$ cat src/sv/mbr_pkg.sv
// shared types and constants for the mono bitmap raster reformatter
// used by mbr_store, mbr_core and mono_bitmap_raster_reformatter; no dependencies
package mbr_pkg;

	// store geometry: one stored row per bitmap row, padded to a power-of-two stride
	localparam int MAX_STRIDE_BYTES = 128;
	localparam int MAX_ROWS         = 2040;
	localparam int STORE_DEPTH      = MAX_STRIDE_BYTES * MAX_ROWS;
	localparam int COL_W            = $clog2(MAX_STRIDE_BYTES);
	localparam int ROW_W            = 11;
	localparam int ADDR_W           = ROW_W + COL_W;

	// configuration limits
	localparam logic [6:0]  STRIDE_MIN = 7'd4;
	localparam logic [6:0]  STRIDE_MAX = 7'd124;
	localparam logic [9:0]  WIDTH_MAX  = 10'd992;
	localparam logic [10:0] ROWS_MAX   = 11'd2040;

	// reset values of the configuration registers
	localparam logic [6:0]  STRIDE_RST = 7'd4;
	localparam logic [9:0]  WIDTH_RST  = 10'd8;
	localparam logic [10:0] ROWS_RST   = 11'd8;

	localparam logic [7:0] TOP_DOT = 8'h80;

	// configuration register indexes
	localparam int CFG_IDX_W = 3;
	localparam logic [CFG_IDX_W-1:0] CFG_STRIDE = 3'd0;
	localparam logic [CFG_IDX_W-1:0] CFG_WIDTH  = 3'd1;
	localparam logic [CFG_IDX_W-1:0] CFG_ROWS   = 3'd2;
	localparam logic [CFG_IDX_W-1:0] CFG_LAYOUT = 3'd3;
	localparam int CFG_DATA_W = 11;

	// commands
	localparam logic CMD_LOAD  = 1'b0;
	localparam logic CMD_FETCH = 1'b1;

	typedef struct packed {
		logic       command;
		logic [7:0] pixel_byte;
	} in_item_t;

	typedef struct packed {
		logic [7:0] out_byte;
		logic       last_byte;
		logic       fault;
	} out_item_t;

	typedef struct packed {
		logic [6:0]  row_stride_bytes;
		logic [9:0]  width_pixels;
		logic [10:0] image_rows;
		logic        column_layout;
		logic        ok;
	} cfg_t;

	typedef struct packed {
		logic              wr_en;
		logic [ADDR_W-1:0] wr_addr;
		logic [7:0]        wr_data;
		logic              rd_en;
		logic [ADDR_W-1:0] rd_addr;
	} mem_req_t;

endpackage

$ cat src/sv/mbr_core.sv
// load addressing, fetch sequencer and shared bit gather unit
// depends on mbr_pkg; drives the store through a mem_req_t struct
module mbr_core (
	input  logic               clk,
	input  logic               arst_n,
	input  mbr_pkg::cfg_t      cfg,
	input  logic               cfg_clear,
	input  logic               in_valid,
	output logic               in_ready,
	input  mbr_pkg::in_item_t  in_item,
	output logic               res_valid,
	input  logic               res_ready,
	output mbr_pkg::out_item_t res,
	output mbr_pkg::mem_req_t  mem_req,
	input  logic [7:0]         rd_data
);
	import mbr_pkg::*;

	typedef enum logic [3:0] {
		S_IDLE  = 4'b0001,
		S_READ  = 4'b0010,
		S_DRAIN = 4'b0100,
		S_PUT   = 4'b1000
	} state_t;

	state_t      state_q;
	logic [10:0] lr_q;
	logic [6:0]  lc_q;
	logic        loaded_q;
	logic [10:0] major_q;
	logic [7:0]  minor_q;
	logic [2:0]  bit_q;
	logic [7:0]  acc_q;
	logic        fault_q;

	logic        rd_valid_s1;
	logic        zero_s1;
	logic [2:0]  bit_s1;
	logic [2:0]  xsel_s1;
	logic [7:0]  mask_s1;

	logic [6:0]  stride_m1;
	logic [10:0] rows_m1;
	logic [11:0] rows_p7;
	logic [8:0]  groups;
	logic [7:0]  groups_m1;
	logic [10:0] padded_m1;
	logic [9:0]  cols_m1;
	logic        minor_end;
	logic        major_end;
	logic        last;
	logic        accept;
	logic        delivered;
	logic [10:0] rd_row;
	logic [6:0]  rd_col;
	logic        rd_zero;
	logic [9:0]  base;
	logic [9:0]  rem;
	logic [7:0]  rd_mask;
	logic [10:0] y_col;

	// derived geometry
	assign stride_m1 = cfg.row_stride_bytes - 7'd1;
	assign rows_m1   = cfg.image_rows - 11'd1;
	assign rows_p7   = {1'b0, cfg.image_rows} + 12'd7;
	assign groups    = rows_p7[11:3];
	assign groups_m1 = 8'(groups - 9'd1);
	assign padded_m1 = {groups_m1, 3'b111};
	assign cols_m1   = {cfg.row_stride_bytes, 3'b000} - 10'd1;

	// fetch position: row mode walks row/byte, column mode walks column/group
	assign minor_end = cfg.column_layout ? (minor_q == groups_m1)
	                                     : (minor_q == {1'b0, stride_m1});
	assign major_end = cfg.column_layout ? (major_q == {1'b0, cols_m1})
	                                     : (major_q == padded_m1);
	assign last = minor_end && major_end;

	// read address and pixel range checks
	assign y_col = {minor_q, bit_q};
	assign base  = {minor_q[6:0], 3'b000};
	assign rem   = cfg.width_pixels - base;
	always_comb begin
		if (cfg.column_layout) begin
			rd_row  = y_col;
			rd_col  = major_q[9:3];
			rd_zero = (y_col >= cfg.image_rows) || (major_q[9:0] >= cfg.width_pixels);
		end else begin
			rd_row  = major_q;
			rd_col  = minor_q[6:0];
			rd_zero = (major_q >= cfg.image_rows) || (base >= cfg.width_pixels);
		end
		rd_mask = (rem >= 10'd8) ? 8'hff : ~(8'hff >> rem[2:0]);
	end

	assign accept    = in_valid && in_ready;
	assign in_ready  = (state_q == S_IDLE);
	assign res_valid = (state_q == S_PUT);
	assign delivered = res_valid && res_ready;
	assign res.out_byte  = acc_q;
	assign res.last_byte = last && !fault_q;
	assign res.fault     = fault_q;

	// store port requests
	always_comb begin
		mem_req.wr_en   = accept && (in_item.command == CMD_LOAD) && cfg.ok && !loaded_q;
		mem_req.wr_addr = {11'(rows_m1 - lr_q), lc_q};
		mem_req.wr_data = ~in_item.pixel_byte;
		mem_req.rd_en   = (state_q == S_READ);
		mem_req.rd_addr = {rd_row, rd_col};
	end

	// sequencer and counters
	always_ff @(posedge clk or negedge arst_n) begin
		if (!arst_n) begin
			state_q     <= S_IDLE;
			lr_q        <= '0;
			lc_q        <= '0;
			loaded_q    <= 1'b0;
			major_q     <= '0;
			minor_q     <= '0;
			bit_q       <= '0;
			fault_q     <= 1'b0;
			rd_valid_s1 <= 1'b0;
		end else if (cfg_clear) begin
			state_q     <= S_IDLE;
			lr_q        <= '0;
			lc_q        <= '0;
			loaded_q    <= 1'b0;
			major_q     <= '0;
			minor_q     <= '0;
			bit_q       <= '0;
			fault_q     <= 1'b0;
			rd_valid_s1 <= 1'b0;
		end else begin
			rd_valid_s1 <= mem_req.rd_en;
			// load side: bottom row arrives first
			if (mem_req.wr_en) begin
				if (lc_q == stride_m1) begin
					lc_q <= '0;
					lr_q <= lr_q + 11'd1;
					if (lr_q == rows_m1) begin
						loaded_q <= 1'b1;
					end
				end else begin
					lc_q <= lc_q + 7'd1;
				end
			end
			case (state_q)
				S_IDLE: begin
					if (accept && in_item.command == CMD_FETCH) begin
						bit_q <= '0;
						if (!cfg.ok || !loaded_q) begin
							fault_q <= 1'b1;
							state_q <= S_PUT;
						end else begin
							fault_q <= 1'b0;
							state_q <= S_READ;
						end
					end
				end
				S_READ: begin
					bit_q <= bit_q + 3'd1;
					if (!cfg.column_layout || bit_q == 3'd7) begin
						state_q <= S_DRAIN;
					end
				end
				S_DRAIN: begin
					state_q <= S_PUT;
				end
				S_PUT: begin
					if (delivered) begin
						state_q <= S_IDLE;
						if (!fault_q) begin
							if (last) begin
								lr_q     <= '0;
								lc_q     <= '0;
								loaded_q <= 1'b0;
								major_q  <= '0;
								minor_q  <= '0;
							end else if (minor_end) begin
								minor_q <= '0;
								major_q <= major_q + 11'd1;
							end else begin
								minor_q <= minor_q + 8'd1;
							end
						end
					end
				end
				default: begin
					state_q <= S_IDLE;
				end
			endcase
		end
	end

	// read tags, one stage behind the store address
	always_ff @(posedge clk) begin
		zero_s1 <= rd_zero;
		bit_s1  <= bit_q;
		xsel_s1 <= major_q[2:0];
		mask_s1 <= rd_mask;
	end

	// gather unit: merge one returned byte per cycle into the result
	always_ff @(posedge clk) begin
		if (accept) begin
			acc_q <= '0;
		end else if (rd_valid_s1) begin
			if (cfg.column_layout) begin
				if (!zero_s1 && rd_data[3'd7 - xsel_s1]) begin
					acc_q <= acc_q | (TOP_DOT >> bit_s1);
				end
			end else begin
				acc_q <= zero_s1 ? 8'h00 : (rd_data & mask_s1);
			end
		end
	end

`ifndef SYNTH
	a_write_idle: assert property (@(posedge clk) disable iff (!arst_n)
		mem_req.wr_en |-> state_q == S_IDLE)
		else $error("store written outside idle");

	a_good_needs_load: assert property (@(posedge clk) disable iff (!arst_n)
		(res_valid && !res.fault) |-> loaded_q)
		else $error("byte given from an image not fully loaded");

	a_bit_step: assert property (@(posedge clk) disable iff (!arst_n)
		(state_q == S_READ && cfg.column_layout && bit_q != 3'd7 && !cfg_clear)
		|=> (state_q == S_READ && bit_q == $past(bit_q) + 3'd1))
		else $error("column gather skipped a row");

	a_last_clean: assert property (@(posedge clk) disable iff (!arst_n)
		(res_valid && res.last_byte) |-> !res.fault)
		else $error("last byte flagged as fault");
`endif

endmodule

$ cat config.mk
export PLATFORM = sky130hd
export DESIGN_NAME = mbr_core
export DESIGN_NICKNAME = d
export VERILOG_FILES = /design/src/sv/mbr_pkg.sv /design/src/sv/mbr_core.sv
export SDC_FILE = /design/constraint.sdc
export NUM_CORES = 1
export LEC_CHECK = 0
export ABC_CLOCK_PERIOD_IN_PS = 7100
export BUFFER_PORTS_ARGS = -buffer_cell sky130_fd_sc_hd__buf_2
export CAP_MARGIN = 20
export CELL_PAD_IN_SITES_DETAIL_PLACEMENT = 0
export CELL_PAD_IN_SITES_GLOBAL_PLACEMENT = 1
export CORE_ASPECT_RATIO = 1.5
export CORE_MARGIN = 5
export CORE_UTILIZATION = 43
export DETAILED_ROUTE_END_ITERATION = 16
export PLACE_DENSITY_LB_ADDON = 0.1
export SYNTH_ARGS = -nofsm -noshare
export SYNTH_HDL_FRONTEND = slang
export SYNTH_SLANG_ARGS = --single-unit
$ cat constraint.sdc
create_clock -name clk -period 7.1 [get_ports clk]
set_input_delay 1.42 -clock clk [delete_from_list [all_inputs] [get_ports clk]]
set_output_delay 1.42 -clock clk [all_outputs]
set_load 0.005 [all_outputs]
## Word level (Yosys, flattened, before mapping)

Index checks and enable logic that the tools add are counted.

| word-level totals | value |
|---|---|
| register bits after elaboration | 70 |
| bits of input ports | 52 |
| output and inout port bits | 58 |

| cells by class | value |
|---|---|
| mux-type cells | 58 |
| reduce and logical (&&, ||, !) cells | 30 |
| shift-type cells | 2 |
| equality and inequality tests | 16 |
| order comparisons | 6 |
| add/subtract/negate cells | 13 |
| bitwise logic cells | 5 |

Operators by type and width:

| operator | number |
|---|---|
| 2-to-1 mux 11 bit | 14 |
| 2-to-1 mux 8 bit | 9 |
| 2-to-1 mux 7 bit | 8 |
| adder 11 x 1 -> 11 bit (second input constant) | 2 |
| equality test 11 bit | 2 |
| greater-or-equal comparator 11 bit | 2 |
| greater-or-equal comparator 10 bit | 2 |
| 2-to-1 mux 4 bit | 5 |
| 2-to-1 mux 1 bit | 17 |
| inverter 8 bit | 2 |
| case mux 4 bit (4 select lines) | 1 |
| right shift 8 x 3 -> 8 bit (first input constant) | 2 |
| adder 11 x 3 -> 11 bit (second input constant) | 1 |
| equality test 11 x 10 -> 1 bit | 1 |
| subtractor 11 x 1 -> 11 bit (second input constant) | 1 |
| subtractor 11 bit | 1 |
| greater-or-equal comparator 10 x 4 -> 1 bit (second input constant) | 1 |
| subtractor 10 x 1 -> 10 bit (second input constant) | 1 |
| subtractor 10 bit | 1 |
| logical AND 1 bit | 9 |
| inequality test 3 x 2 -> 1 bit (second input constant) | 3 |
| adder 8 x 1 -> 8 bit (second input constant) | 1 |
| bitwise AND 8 bit | 1 |
| equality test 8 x 7 -> 1 bit | 1 |
| other kinds (27) | 42 |

## Depth between registers and ports, before layout

Gate-level depths: netlist (run 1).

| depth | value |
|---|---|
| depth in word-level cells | 11 |
| mapped depth | 18 |

## Worst setup path after synthesis (run 1)

No wires, ideal clock.

| path | value |
|---|---|
| path kind | input to output |
| from | in cfg[3] in the netlist's numbering |
| to | out res[1] in the netlist's numbering |
| arrival time | 4812 ps |
| setup slack | 868 ps |
| stages on the path | 17 |
| path through | inv_1 -> ha_1 -> nor2b_1 -> buf_2 -> nor2_1 -> xnor2_1 -> ha_1 -> nand2b_1 -> a211oi_1 -> mux2i_1 -> nor2_1 -> xnor2_1 -> a211o_1 -> or4_4 -> buf_6 -> buf_6 -> nor3_1 |

RTL lines:

| item | line | RTL |
|---|---|---|
| start: declaration | mbr_core.sv:6 | `input mbr_pkg::cfg_t cfg,` |
| end: declaration | mbr_core.sv:13 | `output mbr_pkg::out_item_t res,` |

==> results of run 1 <==
==> cells by family (layout without fill, tap and decap cells) <==
group	count (synthesis)	in the layout	share of synthesized area, %
xor gates and xnor gates	70	70	10.1
adders and majority gates	60	60	11.8
AOI/OAI and AO/OA	192	192	20.1
muxes	18	18	3.23
DFF	70	70	25.2
and+or+nand+nor	279	279	22.4
buffers and inverters	113	207	7.26
==> layer usage <==
metal | vias up | wire length, um | GRT usage (%)
met3 | 52 | 932 | 3.13
met2 | 194 | 11100 | 44.1
met1 | 2969 | 8060 | 25.3
met5 | - | 0 | 0
li1 | 3048 | - | -
met4 | 0 | 966 | 11.4
==> cell usage in the layout (no fill, tap or decap), types with 12 or more instances in the layout <==
cell type / n
a211oi_1: 13
a21o_1: 12
a21oi_1: 37
buf_2: 109
dfrtp_1: 46
dfxtp_1: 23
ha_1: 58
inv_1: 74
mux2i_1: 12
nand2_1: 65
nand3_1: 29
nand3b_1: 15
nand4_1: 17
nor2_1: 64
nor3_1: 20
o21ai_0: 52
xnor2_1: 49
xor2_1: 18
==> worst register-to-register path, delay by kind of cell (launching register included) <==
family        cells  cell delay (ns)
flops             1             0.54
simple gates      8             3.04
xor+xnor          1             0.12
==> sequential cells by signal, summed over array words and instances (netlist names), 3 cells and up <==
register  flops
acc_q         8
bit_q         3
bit_s1        3
lc_q          7
lr_q         11
major_q      11
mask_s1       8
minor_q       8
state_q       4
xsel_s1       3
==> power by group through the flow <==
stage               sequential (mW)  combinational, mW  clock [mW]
floorplan                     0.438              0.246           0
global placement              0.459              0.339           0
detailed placement            0.459              0.348           0
CTS                           0.451              0.350       0.435
global route                  0.453              0.386       0.450
finish                        0.452              0.347       0.426
==> worst min path at each step <==
stage | startpoint | end
6_report | major_q[0]$_DFFE_PN0P_ | xsel_s1[0]$_DFF_P_
5_1_grt | major_q[0]$_DFFE_PN0P_ | xsel_s1[0]$_DFF_P_
4_1_cts | major_q[0]$_DFFE_PN0P_ | xsel_s1[0]$_DFF_P_
3_5_place_dp | major_q[0]$_DFFE_PN0P_ | xsel_s1[0]$_DFF_P_
3_3_place_gp | major_q[0]$_DFFE_PN0P_ | xsel_s1[0]$_DFF_P_
2_1_floorplan | major_q[0]$_DFFE_PN0P_ | xsel_s1[0]$_DFF_P_
==> cell type report <==
cell class                      instances  area, um2
Fill cell                            1567       7560
Multi-Input combinational cell        619       4400
Sequential cell                        70       1640
Timing Repair Buffer                  115        591
Inverter                               76        285
Tap cell                              199        249
Clock buffer                            9        225
Clock inverter                          7       53.8
==> out/metrics.yaml, run 1 <==
run_status: "completed"
areaGrowthSynthToFinish_pct: 14.3
synth_area_leaders: "dfrtp_1, ha_1, dfxtp_1"
core_um2: 15000
clk_latency_ns: 0.33
port_buffers: 109
viasPerCell: 5.72
r2r_setup_slack_ns: 3.24
grt_max_degree: 48
max_cap_violations: 0
critPathBufInv: 3
seqPwrFrac_pct: 36.9
synth_common_cells: "inv_1, nand2_1, nor2_1, ha_1, o21ai_0"
cp-start-kind: "input pin"
diodes: 0
firstDrtPassIters: 5
yosysSeqAreaShare_pct: 25.2
clock_power_share_pct: 34.8
slowest_delay_ns: 0.55
ant_nets: 0
p_sw_share_pct: 34.5
clock-sinks: 70
synth_edf_count: 0
grt-ovfl-total: 0
antenna_found_initial: 0
crit_path_cell_trace: "buf_2 -> inv_1 -> ha_1 -> nor2b_1 -> nor2_1 -> xnor2_1 -> ha_1 -> nand3b_1 -> a211oi_1 -> a31oi_1 -> xnor3_1 -> a211oi_1 -> o211ai_1 -> or4b_4 -> nor3_1 -> buf_2"
timing.rr.start: "state_q[0]$_DFFE_PN1P_"
p_int_uw: 803
clockBufferDepth: 2
drc: 0
final_util_pct: 49.6
min_period_over_period_pct: 95.5
max_slew_margin_pct: 29.2
synth_nets: 914
slowest_stage: "or4b_4"
post_cts_buffers: 0
chipWidth_um: 110
h-tree-depth: 3
yosysMostFrequentCell: "inv_1"
postPlaceCellArea_um2: 7160
synth_top_cell_area_share_pct: 17.7
rr_endpoint: "lr_q[7]$_DFF_PN0_"
dp_cells: 1079
rsz0062_at_grt: "false"
pre_cts_ws_ns: 0.355
netlist_area_um2: 6510
synth-main-ff-cell: "dfrtp_1"
cts-hold-fix-buffers: 0
grt_util_all_layers_pct: 23.4
arrival_ns: 5.36
p_per_area_nw_per_um2: 165
setup_violations: 0
final_nets: 1003
drive_gt1_share_pct: 17.3
layout_min_cycle_time_ns: 6.78
critPathTopFamily: "simple AND/OR/NAND/NOR gates"
fin_tns_setup_ns: 0
p_leak_nw: 3.28
end_kind: "output pin"
combPwrFrac_pct: 28.4
grt_pass1_wl_um: 33800
pin_count: 110
peakVddDrop_mv: 0.105
die_h_um: 161
cp-endpoint: "res[1]"
switchingPower_uw: 422
fin_skew_ns: 0.00624
async_flop_share_pct: 67.1
routedWlPerCell_um: 19.2
critPathRequiredTime_ns: 5.68
die_area_um2: 17800
first_iter_violations: 343
yosys.area.top_type: "dfrtp_1"
avgSynthCellArea_um2: 8.12
yosysWarnings: 0
hold_path_class: "reg2reg"
fmax_mhz: 147
stdcell_count: 1095
cts_made_buffers: 9
grt_pass1_vias: 6505
slew_viol_final: 0
rows: 55
total_power_mw: 1.23
critPathKind: "in2out"
stdcell_area_um2: 7440
synth_cells: 802
tightestPinTransition_ns: 1.03
ys_ff_latch: 70
vias: 6263
cts-resized-gates: 0
final-hold-violation-count: 0
hold-path-cell-count: 0
startpoint: "cfg[3]"
initial_core_util_pct: 43.4
synth_cell_types: 77
cts_tree: "done"
cts_root_buffer: "clkbuf_16"
hpwl_um: 17000
gp_congestion: 0.923
path_depth: 16
routed_wl_um: 21100
path_max_fanout: 6
rr_worst_depth: 9
hold-worst-slack_ns: 0.466
cts.clk_slew.worst_paths_ns: 0.06
setup_ws_ns: 0.318
No activity file was read; power rests on OpenSTA's default activity.
==> inputs of run 2 (changes only) <==
--- a/config.mk
+++ b/config.mk
@@ -15,6 +15,7 @@
 export CORE_UTILIZATION = 43
 export DETAILED_ROUTE_END_ITERATION = 16
 export PLACE_DENSITY_LB_ADDON = 0.1
+export RECOVER_POWER = 100
 export SYNTH_ARGS = -nofsm -noshare
 export SYNTH_HDL_FRONTEND = slang
 export SYNTH_SLANG_ARGS = --single-unit
==> out/metrics.yaml, run 2 (synthesis gave the netlist of run 1 again) <==
grt_pass1_vias: 6505  # unchanged
gp_congestion: 0.923  # unchanged
die_area_um2: 17800  # unchanged
violations: "capacitance limit, slew limit"
pre_cts_ws_ns: 0.355  # unchanged
startpoint: "cfg[3]"
cts_made_buffers: 9  # unchanged
fmax_mhz: 149  # +1.1%
drive_gt1_share_pct: 12.3  # -5.0 points
dp_cells: 1079  # unchanged
multi_input_area_um2: 4370  # -0.68%
diodes: 0  # unchanged
pin_count: 110  # unchanged
viasPerCell: 5.77  # +0.85%
n_fill_cell: 1600  # +2.1%
grt_max_degree: 48  # unchanged
die_h_um: 161  # unchanged
final-hold-violation-count: 0  # unchanged
clockBufferDepth: 2  # unchanged
p_per_area_nw_per_um2: 166  # +0.60%
rsz0062_at_grt: "false"
max_slew_margin_pct: -82.8  # -110 points
grt_pass1_wl_um: 33800  # unchanged
path_max_fanout: 6  # unchanged
grt_util_all_layers_pct: 23.4  # unchanged
routedWlPerCell_um: 19.3  # about the same
reg_top3: "lr_q (11), major_q (11)"
drc: 0  # unchanged
cts-hold-fix-buffers: 0  # unchanged
end_kind: "output pin"
ant_nets: 0  # unchanged
setup_violations: 0  # unchanged
critPathKind: "in2out"
rows: 55  # unchanged
arrival_ns: 5.29  # -0.07 ns
max_cap_violations: 1  # +1
tightestPinTransition_ns: 2.74  # +1.71 ns
hpwl_um: 17000  # unchanged
final_common_cell: "inv_1"
firstDrtPassIters: 5  # unchanged
p_leak_nw: 3.12  # -4.9%
postPlaceCellArea_um2: 7160  # unchanged
peakVddDrop_mv: 0.105  # about the same
run_status: "complete, but fails checks"
layout_common_cells: "inv_1, buf_2, nand2_1"
final_nets: 1003  # unchanged
final_util_pct: 49.0  # -0.58 points
min_period_over_period_pct: 94.5  # -1.0 points
cts_root_buffer: "clkbuf_16"
stdcell_area_um2: 7350  # -1.2%
routed_wl_um: 21100  # about the same
cts-resized-gates: 0  # unchanged
areaGrowthSynthToFinish_pct: 13.0
port_buffers: 109  # unchanged
cp-start-kind: "input pin"
h-tree-depth: 3  # unchanged
chipWidth_um: 110  # unchanged
first_iter_violations: 310  # -9.6%
hold_path_class: "reg2reg"
initial_core_util_pct: 43.4  # unchanged
hp-start: "major_q[0]$_DFFE_PN0P_"
antenna_found_initial: 0  # unchanged
fin_skew_ns: 0.00504  # -0.00120 ns
critPathRequiredTime_ns: 5.68  # about the same
seq_area_um2: 1640  # unchanged
clock-sinks: 70  # unchanged
post_cts_buffers: 0  # unchanged
setup_ws_ns: 0.391  # +0.0730 ns
stdcell_count: 1095  # unchanged
clk_latency_ns: 0.33  # about the same
fin_tns_setup_ns: 0  # unchanged
core_um2: 15000  # unchanged
grt-ovfl-total: 0  # unchanged
cts_tree: "done"
slew_viol_final: 48  # +48
vias: 6316  # +0.85%
cts.clk_slew.worst_paths_ns: 0.06  # about the same
layout_min_cycle_time_ns: 6.71  # -0.0730 ns
timing.rr.start: "minor_q[1]$_DFFE_PN0P_"
-- run 2: changes by cell type in the layout (fill, tap and decap cells not counted), moves of 2 or more --
cell / delta
and2_1: -3
buf_2: -41
clkbuf_1: +42
buf_4: -2
and2_0: +3
-- run 2: metrics by stage --
step / power [mW] / hold slack (ns)
2_1_floorplan: 0.684 / 0.406
3_3_place_gp: 0.798 / 0.442
3_5_place_dp: 0.807 / 0.437
4_1_cts: 1.24 / 0.464
5_1_grt: 1.28 / 0.496
6_report: 1.22 / 0.466
-- run 2: power by group --
group	switching, mW	internal [mW]	total [mW]
clock	0.184	0.240	0.424
combinational	0.199	0.142	0.341
sequential	0.0376	0.415	0.452
total	0.421	0.797	1.22
-- run 2: path summary, 6_finish.rpt --
path	to	slack, ns	depth (start not counted)
setup / recovery	res[1]	0.39	16
hold / removal	xsel_s1[0]$_DFF_P_	0.47	0
setup reg to reg	major_q[6]$_DFFE_PN0P_	2.97	9
hold reg to reg	xsel_s1[0]$_DFF_P_	0.47	0
max in group asynchronous	minor_q[6]$_DFFE_PN0P_	3.49	2
min in group asynchronous	lr_q[10]$_DFF_PN0_	2.05	2
-- run 2: area by class of cell --
type                       instances  share of cell area [%]
clock buffer                       9                    3.06
clock inverter                     7                   0.732
inverter                          76                    3.88
multi-input combinational        619                    59.4
sequential                        70                    22.3
tap                              199                    3.39
timing repair buffer             115                    7.25
-- run 2: critical path, stage by stage --
cell,delay [ns]
buf_2,0.13
inv_1,0.17
ha_1,0.31
nor2b_1,0.21
nor2_1,0.08
xnor2_1,0.20
ha_1,0.32
nand3b_1,0.12
a211oi_1,0.48
a31oi_1,0.12
xnor3_1,0.20
a211oi_1,0.27
o211ai_1,0.13
or4b_4,0.56
nor3_1,0.40
clkbuf_1,0.17
-- run 2: per-layer routing --
layer / wire length (um) / track usage [%] / up-vias
met4: 962 / 11.4 / 0
met1: 8160 / 25.3 / 3025
met3: 835 / 3.13 / 50
met2: 11100 / 44.1 / 195
met5: 0 / 0 / -
li1: - / - / 3046
